File: src/sha1md_pkg.sv
// ----------------------------------------------------------------------------
// SHA-1 message digest package
// Shared types, microcode program and round helpers for the digest block.
// ----------------------------------------------------------------------------
package sha1md_pkg;

    typedef logic [31:0] word_t;
    typedef logic [3:0]  step_t;
    typedef logic [6:0]  round_t;

    localparam int unsigned SCHED_DEPTH = 16;
    localparam int unsigned CHAIN_DEPTH = 5;

    localparam logic [4:0] BLOCK_WORDS     = 5'd16;
    localparam logic [4:0] FILL_STOP_WORDS = 5'd14;   // 56 bytes: room for length
    localparam round_t     LAST_ROUND      = 7'd79;
    localparam round_t     LOAD_ROUNDS     = 7'd16;
    localparam logic [2:0] MAX_BYTES       = 3'd4;
    localparam logic [2:0] LAST_INDEX      = 3'd4;
    localparam word_t      PAD_WORD        = 32'h8000_0000;

    localparam word_t SHA1_IV [CHAIN_DEPTH] = '{
        32'h6745_2301, 32'hEFCD_AB89, 32'h98BA_DCFE, 32'h1032_5476, 32'hC3D2_E1F0
    };

    typedef enum logic [3:0] {
        OP_NOP,
        OP_ACC,      // take one input word, merge its bytes
        OP_PAD80,    // merge the 0x80 marker byte
        OP_ZWORD,    // close the open word with zero bytes
        OP_LEN_HI,
        OP_LEN_LO,
        OP_LOAD,     // a..e from chain
        OP_ROUND,
        OP_ADD,      // chain += a..e
        OP_OUT       // emit digest words
    } op_t;

    typedef enum logic [3:0] {
        CD_NEXT,
        CD_JUMP,
        CD_WAIT_IN,
        CD_CALL_FULL,
        CD_JMP_NOT_LAST,
        CD_JMP_FILL56,
        CD_LOOP_ROUND,
        CD_LOOP_OUT,
        CD_RET
    } cond_t;

    typedef struct packed {
        op_t   op;
        cond_t cond;
        step_t target;
    } ucw_t;

    typedef struct packed {
        logic in_acc;
        logic full;
        logic last;
        logic fill56;
        logic round_done;
        logic out_done;
    } stat_t;

    localparam step_t STEP_ACC  = 4'd0;
    localparam step_t STEP_FILL = 4'd5;
    localparam step_t STEP_LEN  = 4'd9;
    localparam step_t STEP_COMP = 4'd13;

    localparam ucw_t UCODE [SCHED_DEPTH] = '{
        '{op: OP_ACC,    cond: CD_WAIT_IN,      target: STEP_ACC},
        '{op: OP_NOP,    cond: CD_CALL_FULL,    target: STEP_COMP},
        '{op: OP_NOP,    cond: CD_JMP_NOT_LAST, target: STEP_ACC},
        '{op: OP_PAD80,  cond: CD_NEXT,         target: STEP_ACC},
        '{op: OP_NOP,    cond: CD_CALL_FULL,    target: STEP_COMP},
        '{op: OP_NOP,    cond: CD_JMP_FILL56,   target: STEP_LEN},
        '{op: OP_ZWORD,  cond: CD_NEXT,         target: STEP_ACC},
        '{op: OP_NOP,    cond: CD_CALL_FULL,    target: STEP_COMP},
        '{op: OP_NOP,    cond: CD_JUMP,         target: STEP_FILL},
        '{op: OP_LEN_HI, cond: CD_NEXT,         target: STEP_ACC},
        '{op: OP_LEN_LO, cond: CD_NEXT,         target: STEP_ACC},
        '{op: OP_NOP,    cond: CD_CALL_FULL,    target: STEP_COMP},
        '{op: OP_OUT,    cond: CD_LOOP_OUT,     target: STEP_ACC},
        '{op: OP_LOAD,   cond: CD_NEXT,         target: STEP_ACC},
        '{op: OP_ROUND,  cond: CD_LOOP_ROUND,   target: STEP_ACC},
        '{op: OP_ADD,    cond: CD_RET,          target: STEP_ACC}
    };

    function automatic word_t rotl1(word_t x);
        return {x[30:0], x[31]};
    endfunction

    function automatic word_t rotl5(word_t x);
        return {x[26:0], x[31:27]};
    endfunction

    function automatic word_t rotl30(word_t x);
        return {x[1:0], x[31:2]};
    endfunction

    function automatic word_t round_f(round_t r, word_t b, word_t c, word_t d);
        word_t f;
        if (r < 7'd20) begin
            f = (b & c) | (~b & d);
        end else if (r < 7'd40) begin
            f = b ^ c ^ d;
        end else if (r < 7'd60) begin
            f = (b & c) | (b & d) | (c & d);
        end else begin
            f = b ^ c ^ d;
        end
        return f;
    endfunction

    function automatic word_t round_k(round_t r);
        word_t k;
        if (r < 7'd20) begin
            k = 32'h5A82_7999;
        end else if (r < 7'd40) begin
            k = 32'h6ED9_EBA1;
        end else if (r < 7'd60) begin
            k = 32'h8F1B_BCDC;
        end else begin
            k = 32'hCA62_C1D6;
        end
        return k;
    endfunction

endpackage

File: src/sha1md_ucode.sv
// ----------------------------------------------------------------------------
// SHA-1 microcode sequencer
// Step counter over the control ROM, with conditional jumps and a one-deep
// return register for the compression subroutine.
// ----------------------------------------------------------------------------
module sha1md_ucode (
    input  logic               aclk,
    input  logic               aresetn,
    input  sha1md_pkg::stat_t  stat,
    output sha1md_pkg::ucw_t   ctrl
);
    import sha1md_pkg::*;

    step_t pc_reg, pc_next;
    step_t ret_reg, ret_next;
    step_t pc_inc;

    assign ctrl   = UCODE[pc_reg];
    assign pc_inc = pc_reg + 4'd1;

    always_comb begin
        pc_next  = pc_inc;
        ret_next = ret_reg;
        unique case (ctrl.cond)
            CD_NEXT:         pc_next = pc_inc;
            CD_JUMP:         pc_next = ctrl.target;
            CD_WAIT_IN:      pc_next = stat.in_acc ? pc_inc : pc_reg;
            CD_CALL_FULL: begin
                if (stat.full) begin
                    pc_next  = ctrl.target;
                    ret_next = pc_inc;
                end
            end
            CD_JMP_NOT_LAST: pc_next = stat.last ? pc_inc : ctrl.target;
            CD_JMP_FILL56:   pc_next = stat.fill56 ? ctrl.target : pc_inc;
            CD_LOOP_ROUND:   pc_next = stat.round_done ? pc_inc : pc_reg;
            CD_LOOP_OUT:     pc_next = stat.out_done ? ctrl.target : pc_reg;
            CD_RET:          pc_next = ret_reg;
            default:         pc_next = STEP_ACC;
        endcase
    end

    always_ff @(posedge aclk) begin
        if (!aresetn) begin
            pc_reg  <= STEP_ACC;
            ret_reg <= STEP_ACC;
        end else begin
            pc_reg  <= pc_next;
            ret_reg <= ret_next;
        end
    end

endmodule

File: src/sha1_message_digest.sv
// ----------------------------------------------------------------------------
// SHA-1 message digest
// Microcoded SHA-1 engine: byte packer, 16-word schedule line, one round
// per cycle, padding and length append, five-word digest output.
// ----------------------------------------------------------------------------
// Usage:
//   s_ side takes the message as big-endian 32-bit words with a byte count;
//   s_tlast marks the final word (it may carry 0..4 bytes). One word is
//   taken at a time: s_tready is high only in the accept step.
//   A word that closes a 64-byte block starts a compression (load, 80
//   rounds at one per cycle, chain add), and no further word is taken
//   until that compression has finished.
//   After the last word come the 0x80 marker, the zero words of padding
//   and the length, then one or two final compressions follow, then five
//   digest words leave on m_, index 0 (most significant) first, m_tlast
//   on index 4.
//   Digest words sit in an output register; when m_tready is low the
//   sequencer waits on the next word, and the register holds. After the
//   fifth word is loaded the chain returns to the initial values and the
//   next message can start while that word still waits.
//   Reset (aresetn low, synchronous) restarts the sequencer, clears the
//   byte and bit counts and loads the initial chain values.
// ----------------------------------------------------------------------------
module sha1_message_digest (
    input  logic        aclk,
    input  logic        aresetn,
    input  logic        s_tvalid,
    output logic        s_tready,
    input  logic [39:0] s_tdata,   // [31:0] data_word, [34:32] byte_count, zero fill
    input  logic        s_tlast,   // last_item
    output logic        m_tvalid,
    input  logic        m_tready,
    output logic [39:0] m_tdata,   // [31:0] digest_word, [34:32] word_index, zero fill
    output logic        m_tlast    // last_word
);
    import sha1md_pkg::*;

    ucw_t  ctrl;
    stat_t stat;

    sha1md_ucode u_ucode (
        .aclk    (aclk),
        .aresetn (aresetn),
        .stat    (stat),
        .ctrl    (ctrl)
    );

    word_t       sched_reg [SCHED_DEPTH];
    word_t       sched_next[SCHED_DEPTH];
    word_t       h_reg     [CHAIN_DEPTH];
    word_t       h_next    [CHAIN_DEPTH];
    word_t       wv_reg    [CHAIN_DEPTH];
    word_t       wv_next   [CHAIN_DEPTH];
    word_t       part_reg, part_next;
    logic [1:0]  pcnt_reg, pcnt_next;
    logic [4:0]  wcnt_reg, wcnt_next;
    logic [63:0] bits_reg, bits_next;
    round_t      rnd_reg, rnd_next;
    logic        last_reg, last_next;
    logic [2:0]  oidx_reg, oidx_next;
    logic        mvalid_reg, mvalid_next;
    word_t       mdata_reg, mdata_next;
    logic [2:0]  midx_reg, midx_next;
    logic        mlast_reg, mlast_next;

    logic        in_acc;
    logic        out_load;
    logic [2:0]  cnt_in;
    logic [2:0]  src_cnt;
    word_t       src_data;
    word_t       part_m;
    word_t       data_m;
    logic [63:0] new64;
    logic [63:0] comb64;
    logic [3:0]  total;
    logic        shift_en;
    logic        word_in;
    word_t       shift_word;
    word_t       w;
    word_t       t;

    assign s_tready = (ctrl.op == OP_ACC);
    assign in_acc   = s_tvalid && s_tready;
    assign out_load = (ctrl.op == OP_OUT) && (!mvalid_reg || m_tready);

    assign stat.in_acc     = in_acc;
    assign stat.full       = (wcnt_reg == BLOCK_WORDS);
    assign stat.last       = last_reg;
    assign stat.fill56     = (wcnt_reg == FILL_STOP_WORDS) && (pcnt_reg == 2'd0);
    assign stat.round_done = (rnd_reg == LAST_ROUND);
    assign stat.out_done   = out_load && (oidx_reg == LAST_INDEX);

    assign m_tvalid = mvalid_reg;
    assign m_tdata  = {5'b0, midx_reg, mdata_reg};
    assign m_tlast  = mlast_reg;

    // byte packer: open bytes are left-aligned, unused bytes kept zero by masking
    always_comb begin
        cnt_in   = (s_tdata[34:32] > MAX_BYTES) ? MAX_BYTES : s_tdata[34:32];
        src_data = (ctrl.op == OP_PAD80) ? PAD_WORD : s_tdata[31:0];
        src_cnt  = (ctrl.op == OP_PAD80) ? 3'd1 : cnt_in;
        part_m   = part_reg & ~(32'hFFFF_FFFF >> {pcnt_reg, 3'b000});
        data_m   = src_data & ~(32'hFFFF_FFFF >> {src_cnt, 3'b000});
        new64    = {data_m, 32'h0} >> {pcnt_reg, 3'b000};
        comb64   = {part_m, 32'h0} | new64;
        total    = {2'b00, pcnt_reg} + {1'b0, src_cnt};
    end

    // schedule word and round sum
    always_comb begin
        if (rnd_reg < LOAD_ROUNDS) begin
            w = sched_reg[0];
        end else begin
            w = rotl1(sched_reg[13] ^ sched_reg[8] ^ sched_reg[2] ^ sched_reg[0]);
        end
        t = rotl5(wv_reg[0]) + round_f(rnd_reg, wv_reg[1], wv_reg[2], wv_reg[3])
            + wv_reg[4] + round_k(rnd_reg) + w;
    end

    always_comb begin
        part_next   = part_reg;
        pcnt_next   = pcnt_reg;
        wcnt_next   = wcnt_reg;
        bits_next   = bits_reg;
        rnd_next    = rnd_reg;
        last_next   = last_reg;
        oidx_next   = oidx_reg;
        mvalid_next = mvalid_reg;
        mdata_next  = mdata_reg;
        midx_next   = midx_reg;
        mlast_next  = mlast_reg;
        h_next      = h_reg;
        wv_next     = wv_reg;
        shift_en    = 1'b0;
        word_in     = 1'b0;
        shift_word  = part_m;

        if (m_tready) begin
            mvalid_next = 1'b0;
        end

        case (ctrl.op)
            OP_ACC, OP_PAD80: begin
                if (in_acc || ctrl.op == OP_PAD80) begin
                    pcnt_next = total[1:0];
                    if (total[2]) begin
                        word_in    = 1'b1;
                        shift_word = comb64[63:32];
                        part_next  = comb64[31:0];
                    end else begin
                        part_next  = comb64[63:32];
                    end
                    if (ctrl.op == OP_ACC) begin
                        bits_next = bits_reg + {58'b0, cnt_in, 3'b000};
                        last_next = s_tlast;
                    end
                end
            end
            OP_ZWORD: begin
                word_in    = 1'b1;
                shift_word = part_m;
                pcnt_next  = 2'd0;
            end
            OP_LEN_HI: begin
                word_in    = 1'b1;
                shift_word = bits_reg[63:32];
            end
            OP_LEN_LO: begin
                word_in    = 1'b1;
                shift_word = bits_reg[31:0];
            end
            OP_LOAD: begin
                wv_next  = h_reg;
                rnd_next = '0;
            end
            OP_ROUND: begin
                shift_en   = 1'b1;
                shift_word = w;
                wv_next[0] = t;
                wv_next[1] = wv_reg[0];
                wv_next[2] = rotl30(wv_reg[1]);
                wv_next[3] = wv_reg[2];
                wv_next[4] = wv_reg[3];
                rnd_next   = (rnd_reg == LAST_ROUND) ? '0 : rnd_reg + 7'd1;
            end
            OP_ADD: begin
                for (int i = 0; i < CHAIN_DEPTH; i++) begin
                    h_next[i] = h_reg[i] + wv_reg[i];
                end
                wcnt_next = '0;
            end
            OP_OUT: begin
                if (out_load) begin
                    mvalid_next = 1'b1;
                    mdata_next  = h_reg[oidx_reg];
                    midx_next   = oidx_reg;
                    mlast_next  = (oidx_reg == LAST_INDEX);
                    oidx_next   = oidx_reg + 3'd1;
                    if (oidx_reg == LAST_INDEX) begin
                        // digest out: back to a fresh message
                        oidx_next = '0;
                        h_next    = SHA1_IV;
                        bits_next = '0;
                        pcnt_next = 2'd0;
                        wcnt_next = '0;
                        last_next = 1'b0;
                    end
                end
            end
            default: begin
            end
        endcase

        if (word_in) begin
            shift_en  = 1'b1;
            wcnt_next = wcnt_reg + 5'd1;
        end

        sched_next = sched_reg;
        if (shift_en) begin
            for (int i = 0; i < SCHED_DEPTH - 1; i++) begin
                sched_next[i] = sched_reg[i + 1];
            end
            sched_next[SCHED_DEPTH - 1] = shift_word;
        end
    end

    always_ff @(posedge aclk) begin
        if (!aresetn) begin
            h_reg      <= SHA1_IV;
            pcnt_reg   <= 2'd0;
            wcnt_reg   <= '0;
            bits_reg   <= '0;
            rnd_reg    <= '0;
            last_reg   <= 1'b0;
            oidx_reg   <= '0;
            mvalid_reg <= 1'b0;
        end else begin
            h_reg      <= h_next;
            pcnt_reg   <= pcnt_next;
            wcnt_reg   <= wcnt_next;
            bits_reg   <= bits_next;
            rnd_reg    <= rnd_next;
            last_reg   <= last_next;
            oidx_reg   <= oidx_next;
            mvalid_reg <= mvalid_next;
        end
    end

    always_ff @(posedge aclk) begin
        sched_reg <= sched_next;
        wv_reg    <= wv_next;
        part_reg  <= part_next;
        mdata_reg <= mdata_next;
        midx_reg  <= midx_next;
        mlast_reg <= mlast_next;
    end

    // block never overfills: compression always runs before more words come in
    a_wcnt_bound: assert property (@(posedge aclk) disable iff (!aresetn)
        wcnt_reg <= BLOCK_WORDS)
        else $error("block word count above 16");

    // round counter is only away from zero inside the round loop
    a_rnd_idle: assert property (@(posedge aclk) disable iff (!aresetn)
        (rnd_reg != 7'd0) |-> (ctrl.op == OP_ROUND))
        else $error("round counter busy outside round step");

    // last flag only on the fifth digest word
    a_last_index: assert property (@(posedge aclk) disable iff (!aresetn)
        (mvalid_reg && mlast_reg) |-> (midx_reg == LAST_INDEX))
        else $error("m_tlast on wrong digest index");

    // no input taken while a block waits for compression
    a_full_no_in: assert property (@(posedge aclk) disable iff (!aresetn)
        (wcnt_reg == BLOCK_WORDS) |-> !s_tready)
        else $error("input accepted with full block");

endmodule
File: config.mk
export PLATFORM = sky130hd
export DESIGN_NAME = sha1_message_digest
export DESIGN_NICKNAME = d
export VERILOG_FILES = /design/src/sha1md_pkg.sv /design/src/sha1md_ucode.sv /design/src/sha1_message_digest.sv
export SDC_FILE = /design/constraint.sdc
export NUM_CORES = 2
export LEC_CHECK = 0
export ABC_AREA = 0
export BUFFER_PORTS_ARGS = -buffer_cell sky130_fd_sc_hd__buf_2
export CAP_MARGIN = 10
export CELL_PAD_IN_SITES_DETAIL_PLACEMENT = 1
export CELL_PAD_IN_SITES_GLOBAL_PLACEMENT = 1
export CORE_MARGIN = 5
export CORE_UTILIZATION = 40
export CTS_CLUSTER_SIZE = 25
export DETAILED_ROUTE_END_ITERATION = 10
export PLACE_DENSITY_LB_ADDON = 0.05
export SLEW_MARGIN = 10
export SYNTH_ARGS = -nofsm -noshare
export SYNTH_HDL_FRONTEND = slang
export SYNTH_HIERARCHICAL = 1
export SYNTH_SLANG_ARGS = --single-unit
File: constraint.sdc
create_clock -name aclk -period 47.4 [get_ports aclk]
set_input_delay 7.11 -clock aclk [delete_from_list [all_inputs] [get_ports aclk]]
set_output_delay 7.11 -clock aclk [all_outputs]
set_load 0.01 [all_outputs]
==> run metrics <==
internal power=0.00208 W; arrival time of data at the critical path endpoint=12620 ps; endpoint type of the worst setup path=flip-flop; register-to-register path setup slack=39380 ps; worst min-delay path endpoint=sched_reg[493]; cts repair resizes=0; final hold violation count=0; cell type of the slowest stage on the worst timing path=sky130_fd_sc_hd__buf_4; Horiz. Die Dim=367 um; tightest slew margin relative to the limit=19.4%; total net switching power=0.00105 W; clock-pin slew on the worst setup and hold paths=60 ps; worst reg2reg startpoint=u_ucode/pc_reg[2]; growth of design area from synthesis to finish=12.0%; standard cell core area=127000 sq um; CTS H-tree depth=3; clock latency on the worst-skew pair=740 ps; yosys warns=6; Final setup violation count=0; CTS max path bufs=3; Final min period=12280 ps; worst-margin pin slew=1210 ps; Final Cycle Share=25.9%; vias in the first global route=36898; CTS tree=done; half-perimeter wire length after detailed placement=114000 um; cts bufs inserted=114; depth of the worst register-to-register path=14; GRT Total Usage=23.7%; Vias=36360; Antenna Nets Post-Route=0; number of violations of the max-capacitance limit=0; clk sinks=980; switching part of the total=33.6%; maximum number of pins on one net before global-route repair=184; Vias/cell=5.57; Netlist Area Pre-Place=51100 sq um; Clk network pwr share=28.9%; final non-filler cell area=57200 sq um; Max Transition Viols Final=0; overall die area=135000 sq um; Die Span Y=367 um; number of standard-cell rows in the floorplan=131; antenna violations before repair=14; DRC violation count after routing=0; setup repair after global routing missed its margin=false; critical-path cell list=buf_2 > nor2b_1 > or2_2 > ha_1 > fa_1 > xor2_1 > and2_1 > nor2_1 > nand2_4 > buf_4 > buf_12 > buf_4; Nets=5152; first-pass GRT wire length=241000 um; initial standard-cell utilization of the core=40.2%; drt first pass iters=7; Root Driver=sky130_fd_sc_hd__clkbuf_16; detailed-route wire length per cell=24.9 um; sequential cell fraction of total power=43.2%; IO Pins=88; number of cells on the worst hold path=0; longest individual stage delay on the worst path=830 ps; crit-path max FO=179; First DRT Iteration DRCs=2803; result of the run=completed; number of buffers inserted to repair setup after CTS=0; total power density per cell area=54.7 nW/um^2; type of the most critical hold path=flip-flop to flip-flop; Clock Skew=45.2 ps; number of instances in the synthesized netlist=4710; Leakage=21.5 nW; crit path launch type=input pin; worst endpoint required time=47730 ps; count of hold-fix buffers inserted at cts=0; Worst IR Drop VDD=0.0000635 V; count of buffers inserted at the top-level ports=77; combinational fraction of design power=27.9%; Fmax=0.0814 GHz; final estimated routing congestion in global placement=0.840; Syn Area/Cell=10.8 sq um; Worst path most repeated cell=sky130_fd_sc_hd__buf_4; WL final=163000 um; Largest register FFs=512; instance area at placement=53400 sq um; share of post-route cells with drive strength above 1=8.61%; critical path start-end classification=input pin to flip-flop; capture point of the worst reg-to-reg path=sched_reg[149]; sum of overflow across all layers after global routing=0; launch instance of the worst min-delay path=sched_reg[461]; Total Neg Setup Slack=0 ps
==> worst max path at each step <==
stage / end / slack, ps / cells after the start / start
detailed placement: sched_reg[213] / 34270 / 12 / s_tdata[32]
finish: sched_reg[149] / 35120 / 12 / s_tdata[32]
floorplan: sched_reg[0] / 26630 / 9 / s_tdata[32]
global placement: sched_reg[309] / 34390 / 12 / s_tdata[32]
CTS: sched_reg[315] / 35100 / 12 / s_tdata[32]
global route: sched_reg[213] / 34720 / 12 / s_tdata[34]
==> per-stage QoR <==
stage / utilization, % / worst slack [ps] / cells / power, W / hold slack (ps)
detailed placement: 41.9 / 34270 / 6316 / 0.00225 / 405
finish: 45.0 / 35120 / 6529 / 0.00313 / 381
global placement: 41.9 / 34390 / 6316 / 0.00223 / 400
CTS: 45.0 / 35100 / 6528 / 0.00317 / 377
global route: 45.0 / 34720 / 6528 / 0.00331 / 383
floorplan: - / 26630 / 4714 / 0.00210 / 400
==> final cells by class <==
type	instances	area (sq um)
fill	13745	70000
sequential	980	27000
multi-input combinational	3228	22300
clock buffer	138	3040
tap	1662	2080
inverter	306	1150
timing repair buffer	140	883
clock inverter	74	801
antenna	1	2.50
==> worst max-delay path, delay by kind of cell <==
| family | cells | cell delay [ps] |
|---|---|---|
| adder cells (fa/ha/maj) | 2 | 810 |
| XOR/XNOR | 1 | 280 |
| AND/OR/NAND/NOR | 5 | 1990 |
| buffers and inverters | 4 | 2210 |
==> metal layers <==
| layer | vias to the layer above | share of wire [%] | wire length, um | track usage [%] |
|---|---|---|---|---|
| li1 | 16929 | - | - | - |
| met1 | 18458 | 48 | 78500 | 35.1 |
| met2 | 784 | 44 | 71500 | 36.2 |
| met3 | 187 | 4.9 | 8030 | 3.22 |
| met4 | 2 | 2.9 | 4710 | 7.17 |
| met5 | - | 0.0043 | 7 | 0 |
==> power by group through the flow <==
stage               Sequential [W]  Combinational [W]  Clock, W
CTS                        0.00136           0.000886  0.000929
finish                     0.00135           0.000872  0.000905
detailed placement         0.00137           0.000880         0
global route               0.00137           0.000966  0.000969
floorplan                  0.00149           0.000607         0
global placement           0.00136           0.000871         0
==> layout by cell type, fill, tap and decap left out, drive strengths merged, types with 32 or more instances in the layout <==
| cell type | count |
|---|---|
| inv | 306 |
| a21o | 73 |
| ha | 210 |
| nor2 | 337 |
| a31oi | 45 |
| nand2 | 665 |
| buf | 140 |
| dfxtp | 248 |
| edfxtp | 732 |
| xor2 | 108 |
| clkinv | 54 |
| mux4 | 34 |
| nor2b | 39 |
| a22oi | 47 |
| fa | 127 |
| mux2i | 43 |
| nor3 | 60 |
| xnor2 | 200 |
| o211ai | 32 |
| clkbuf | 138 |
| o21ai | 357 |
| nand2b | 40 |
| nand3 | 110 |
| a21oi | 266 |
Note: power is estimated with default switching activity, not from simulation.
